--- src/hdl/ffea_pkg.sv ---
package ffea_pkg;

	localparam int DW = 32;
	localparam logic [DW-1:0] ARENA_RST = 32'd65536;

	localparam logic [1:0] CMD_ALLOC  = 2'd0;
	localparam logic [1:0] CMD_FREE   = 2'd1;
	localparam logic [1:0] CMD_RESIZE = 2'd2;

	localparam logic [2:0] ST_OK         = 3'd0;
	localparam logic [2:0] ST_OOM        = 3'd1;
	localparam logic [2:0] ST_CANT_GROW  = 3'd2;
	localparam logic [2:0] ST_POOL_EMPTY = 3'd3;
	localparam logic [2:0] ST_MISPLACED  = 3'd4;

	typedef enum logic [1:0] {
		MD_ALLOC = 2'd0,
		MD_FREE  = 2'd1,
		MD_GROW  = 2'd2,
		MD_NOP   = 2'd3
	} mode_t;

	typedef enum logic [3:0] {
		DP_NONE = 4'd0,
		DP_INIT = 4'd1,
		DP_LOAD = 4'd2,
		DP_WALK = 4'd3,
		DP_FEND = 4'd4,
		DP_POP  = 4'd5,
		DP_LINK = 4'd6,
		DP_PUSH = 4'd7,
		DP_TAKE = 4'd8
	} dp_op_t;

	typedef struct packed {
		logic [1:0]    command;
		logic [DW-1:0] offset;
		logic [DW-1:0] size;
		logic [DW-1:0] new_size;
	} req_t;

	typedef struct packed {
		logic [2:0]    status;
		logic [DW-1:0] result_offset;
	} res_t;

	typedef struct packed {
		dp_op_t op;
	} ctl_t;

	typedef struct packed {
		logic ld_done;
		logic ld_fend;
		logic wk_more;
		logic wk_fend;
		logic wk_push;
		logic fe_push;
		logic fe_pop;
		logic fe_link;
		logic has_prev;
	} sts_t;

endpackage

--- src/hdl/ffea_ctrl.sv ---
module ffea_ctrl (
	input  logic          clk,
	input  logic          arst_n,
	input  logic          start,
	input  logic          cfg_valid,
	input  ffea_pkg::sts_t sts,
	output ffea_pkg::ctl_t ctl,
	output logic          busy,
	output logic          cfg_ready,
	output logic          done
);
	import ffea_pkg::*;

	typedef enum logic [8:0] {
		S_IDLE = 9'b000000001,
		S_INIT = 9'b000000010,
		S_LOAD = 9'b000000100,
		S_WALK = 9'b000001000,
		S_FEND = 9'b000010000,
		S_POP  = 9'b000100000,
		S_LINK = 9'b001000000,
		S_PUSH = 9'b010000000,
		S_DONE = 9'b100000000
	} state_t;

	state_t state_q, state_nx;

	always_ff @(posedge clk or negedge arst_n) begin
		if (!arst_n) begin
			state_q <= S_INIT;
		end else begin
			state_q <= state_nx;
		end
	end

	always_comb begin
		state_nx = state_q;
		ctl.op   = DP_NONE;
		case (state_q)
			S_IDLE: begin
				if (start) begin
					ctl.op   = DP_TAKE;
					state_nx = S_LOAD;
				end else if (cfg_valid) begin
					state_nx = S_INIT;
				end
			end
			S_INIT: begin
				ctl.op   = DP_INIT;
				state_nx = S_IDLE;
			end
			S_LOAD: begin
				ctl.op = DP_LOAD;
				if (sts.ld_done) begin
					state_nx = S_DONE;
				end else if (sts.ld_fend) begin
					state_nx = S_FEND;
				end else begin
					state_nx = S_WALK;
				end
			end
			S_WALK: begin
				ctl.op = DP_WALK;
				if (sts.wk_more) begin
					state_nx = S_WALK;
				end else if (sts.wk_fend) begin
					state_nx = S_FEND;
				end else if (sts.wk_push) begin
					state_nx = S_PUSH;
				end else begin
					state_nx = S_DONE;
				end
			end
			S_FEND: begin
				ctl.op = DP_FEND;
				if (sts.fe_push) begin
					state_nx = S_PUSH;
				end else if (sts.fe_pop) begin
					state_nx = S_POP;
				end else if (sts.fe_link) begin
					state_nx = S_LINK;
				end else begin
					state_nx = S_DONE;
				end
			end
			S_POP: begin
				ctl.op   = DP_POP;
				state_nx = sts.has_prev ? S_LINK : S_DONE;
			end
			S_LINK: begin
				ctl.op   = DP_LINK;
				state_nx = S_DONE;
			end
			S_PUSH: begin
				ctl.op   = DP_PUSH;
				state_nx = S_DONE;
			end
			S_DONE: begin
				state_nx = S_IDLE;
			end
			default: begin
				state_nx = S_IDLE;
			end
		endcase
	end

	assign busy      = (state_q != S_IDLE);
	assign cfg_ready = (state_q == S_IDLE) && !start;
	assign done      = (state_q == S_DONE);

endmodule

--- config.mk ---
export PLATFORM = sky130hd
export DESIGN_NAME = ffea_ctrl
export DESIGN_NICKNAME = d
export VERILOG_FILES = /design/src/hdl/ffea_pkg.sv /design/src/hdl/ffea_ctrl.sv
export SDC_FILE = /design/constraint.sdc
export NUM_CORES = 1
export LEC_CHECK = 0
export ABC_AREA = 1
export BUFFER_PORTS_ARGS = -buffer_cell sky130_fd_sc_hd__buf_2
export CELL_PAD_IN_SITES_DETAIL_PLACEMENT = 1
export CELL_PAD_IN_SITES_GLOBAL_PLACEMENT = 2
export CORE_MARGIN = 2
export CORE_UTILIZATION = 28
export CTS_CLUSTER_DIAMETER = 60
export CTS_CLUSTER_SIZE = 16
export DETAILED_ROUTE_END_ITERATION = 12
export HOLD_SLACK_MARGIN = 0.05
export PLACE_DENSITY_LB_ADDON = 0.1
export REMOVE_ABC_BUFFERS = 1
export SYNTH_ARGS = -nofsm -noshare
export SYNTH_HDL_FRONTEND = slang
export SYNTH_SLANG_ARGS = --single-unit
export TNS_END_PERCENT = 100
--- constraint.sdc ---
create_clock -name clk -period 2.5 [get_ports clk]
set_input_delay 0.5 -clock clk [delete_from_list [all_inputs] [get_ports clk]]
set_output_delay 0.5 -clock clk [all_outputs]
set_load 0.005 [all_outputs]
After elaboration in Yosys (flattened, before gate mapping). Cells that the tools add are included.

Reduce and logical (&&, ||, !) cells: 3. $add $sub $neg: 0. Multipliers: 0. Muxes and demuxes: 14. Bitwise gates (word level): 0. Eq/ne operators: 11. Shift operators: 0. Div/mod/pow operators: 0. Order comparisons: 0.

Operators with widths (number): 9-bit 2-to-1 mux (10); 9-bit case mux with 6 select lines (1); 4-bit case mux with 8 select lines (1); 9-bit by 1-bit == test with 1-bit output, second input constant (1); 9-bit by 2-bit == test with 1-bit output, second input constant (1); 9-bit by 3-bit == test with 1-bit output, second input constant (1); 9-bit by 4-bit == test with 1-bit output, second input constant (1); 9-bit by 5-bit == test with 1-bit output, second input constant (1); 9-bit by 6-bit == test with 1-bit output, second input constant (1); 9-bit by 7-bit == test with 1-bit output, second input constant (1); 9-bit by 8-bit == test with 1-bit output, second input constant (1); 9-bit == test, second input constant (1); 9-bit by 1-bit inequality test with 1-bit output, second input constant (1); 5-bit 2-to-1 mux (1); 4-bit 2-to-1 mux (1); 3-bit inequality test, second input constant (1); 2-bit OR reduction (1); 1-bit logical AND (1); 1-bit zero test (1).

Memory bits (read-only): 0. Register bits after elaboration: 9. Latch bits: 0. Output and inout bits: 7. Memories kept: 0. Bits in writable memories: 0. Logic and storage cells: 29. Input bits: 13.

Longest topological paths before layout.
Depth after elaboration: 4. Mapped depth: 8.

Worst setup path after synthesis. OpenSTA, ideal clock, no wires.

Path type: register to output. Start: register state_q[4]. End: output port ctl[0] in the netlist's numbering. Stages on the path, launching flop included: 6. Slack: 1.000 ns. Arrival: 1.000 ns. Buffers on the path: 0. Cell sequence: dfrtp_1 nor2_4 nand2_4 nor2_4 nand2_2 nand3_1.

RTL lines: from (decl) (line ffea_ctrl.sv:26) `state_t state_q, state_nx;`; from (signal assigned) (line ffea_ctrl.sv:32) `state_q <= state_nx;`; to (decl) (line ffea_ctrl.sv:7) `output ffea_pkg::ctl_t ctl,`.

==> metrics.csv <==
stage,metric,value,unit
power_and_ir_drop,p_total,0.000642,W
placed_design,numPortBuffers,19,
timing,finalWorstPathRequiredPeriod,2030,ps
status,outcome,"complete, no violations",
detailed_routing,viasPerCell,4.67,
synth,synth_cell_types,24,
cells_and_area,antenna_cells,0,
die,die_y,53.4,um
min_path,hold_path.class,input pin to async pin,
cells_and_area,final_cell_mix,"buf_2 (19), inv_1 (18), nand2_1 (17)",
die,num_rows,17,
clocking,root_buffer,clkbuf_4,
placed_design,dp.cells,141,
timing,finalCritPeriodShare,0.811,
cells_and_area,area_growth,21.8,%
global_routing,grt_max_degree,10,
global_routing,grt_usage,0.149,
timing,drv_slew,0,
synth,netlist_area,684,um^2
clocking,cts-buffers-inserted,3,
die,floorplan.initialDensity,0.304,
clocking,ctsResizeCount,0,
power_and_ir_drop,leakage,0.463,nW
setup_path,cp-start-kind,flip-flop,
cells_and_area,final_nets,131,
synth,yosys.area.top_type,dfrtp_1,
detailed_routing,ant_nets,0,
flow_run,drv_cap,0,
timing,holdWs,72.7,ps
detailed_routing,drtIter0Drc,4,
clocking,clk-insertion-delay-late,270,ps
timing,fin_skew,5.71,ps
cells_and_area,utilization,0.370,
cells_and_area,largest_reg_flops,9,
cells_and_area,layout_commonest_cell,buf_2,
setup_path,criticalPathCategory,flip-flop to output pin,
detailed_routing,wl_met1,770,um
cells_and_area,regMostFlops,state_q,
clocking,ctsHoldBuffers,0,
synth,yosysTopAreaCellShare,0.293,
synth,netlist_instances,95,
timing,rsz0062_at_grt,no,
timing,finalHoldViolCount,0,
timing,final.setup.tns,0,ps
power_and_ir_drop,ir_drop,0.243,mV
setup_path,end_kind,output pin,
detailed_routing,top_layer,met4,
synth,synth_seq_cells,9,
global_routing,antenna_found_initial,0,
synth,yosysWarningCount,0,
setup_path,cp_data_required_time,2000,ps
detailed_routing,met3_length,74,um
timing,maxSlewHeadroom,0.796,
placed_design,gp_congestion,0.726,
cells_and_area,drive_above_1_share,0.342,
die,die_area,2860,um^2
synth,synth.top_cells.by_area,"dfrtp_1 (29%), inv_1 (9.9%), nand2_1 (9.3%)",
power_and_ir_drop,powerDensity,770,nW/um^2
global_routing,gr-total-overflow,0,
clocking,clk_path_buf_depth,2,
timing,finalSetupViolCount,0,
clocking,cts_tree,yes,
clocking,cts_sinks,9,
clocking,clkTransAtPathRegs,70,ps
clocking,post_cts_buffers,0,
timing,max_freq,493,MHz
cells_and_area,top_regs,state_q: 9 flops,
global_routing,grt_pass1_wl,2.89,mm
die,fp.coreArea,2250,um^2
setup_path,worstPathArrival,1530,ps
cells_and_area,stdcell_count,145,
clocking,h-tree-depth,1,
die,ios,20,
detailed_routing,firstDrtPassIters,4,
detailed_routing,totalWireLength,1.74,mm
placed_design,dpl.hpwl,1.51,mm
global_routing,grt_pass1_vias,683,
detailed_routing,wl_met2,849,um
synth,ys_seq_area_frac,0.331,
detailed_routing,num_vias,677,
detailed_routing,drc_errors,0,
timing,worstMarginPinSlew,306,ps
die,dieWidth,53.4,um
detailed_routing,drt-wirelength-per-cell,12.0,um
setup_path,cp_max_fo,6,
cells_and_area,fill_cells,313,
synth,avgSynthCellArea,7.20,um^2
Yosys cell counts:
cell and count:
dfrtp_1 8, o21a_1 1, nor3_2 1, dfstp_2 1
nand4_4 1, inv_1 18, or2_1 1, a21oi_1 1
nor2_1 13, o21ai_0 1, o22ai_2 1, nand3_2 1
o21ai_2 3, nand2_4 1, o21ai_1 1, inv_2 1
nand3_1 10, nor2_2 3, nand4_1 1, nor2_4 4
buf_4 1, nor3_1 4, nand2_2 1, nand2_1 17
logic make-up (layout without fill, tap and decap cells):
kind of cell	Yosys count	count (layout)	share of synthesized area
buffers and inverters	20	42	0.115
AND/OR/NAND/NOR	58	58	0.464
flip-flops	9	9	0.331
AO/OA/AOI/OAI	8	8	0.0896
layout make-up:
class / instances / area, um^2 / area share
multi-input combinational: 66 / 379 / 0.455
sequential: 9 / 226 / 0.272
timing repair buffer: 19 / 95.1 / 0.114
inverter: 19 / 71.3 / 0.0856
tap: 28 / 35.0 / 0.0420
clock buffer: 4 / 26.3 / 0.0315
metal layers:
| metal | global-route usage | vias up |
|---|---|---|
| li1 | - | 341 |
| met1 | 0.166 | 314 |
| met2 | 0.253 | 18 |
| met3 | 0.0169 | 4 |
| met4 | 0.115 | 0 |
| met5 | 0 | - |
metrics by stage:
step	cell area (um^2)	worst slack, ps
after CTS	833	431
after global routing	833	368
after floorplan	677	1000
final	833	471
after global placement	807	772
after detailed placement	807	744
power by group:
part | switching (W) | internal, W
registers | 0.0000239 | 0.000174
logic | 0.000201 | 0.000122
clock network | 0.0000597 | 0.0000619
worst max-delay path, stage by stage, from the launching register on:
cell     delay, ps
dfrtp_1        420
nor2_4         210
nand2_4         90
nor2_4         180
nand2_2        140
nand3_1        110
buf_2          110
worst paths after layout:
check                           startpoint         end  slack [ps]  cells after the start
worst max-delay path            state_q[7]      ctl[0]         470                      6
worst min-delay path                arst_n  state_q[8]          70                      1
worst max register to register  state_q[7]  state_q[0]        1180                      8
worst min register to register  state_q[1]  state_q[1]         570                      1
max in group asynchronous           arst_n  state_q[1]        2170                      1
min in group clk                    sts[3]  state_q[5]         420                      2
Note: power is estimated with default switching activity, not from simulation.
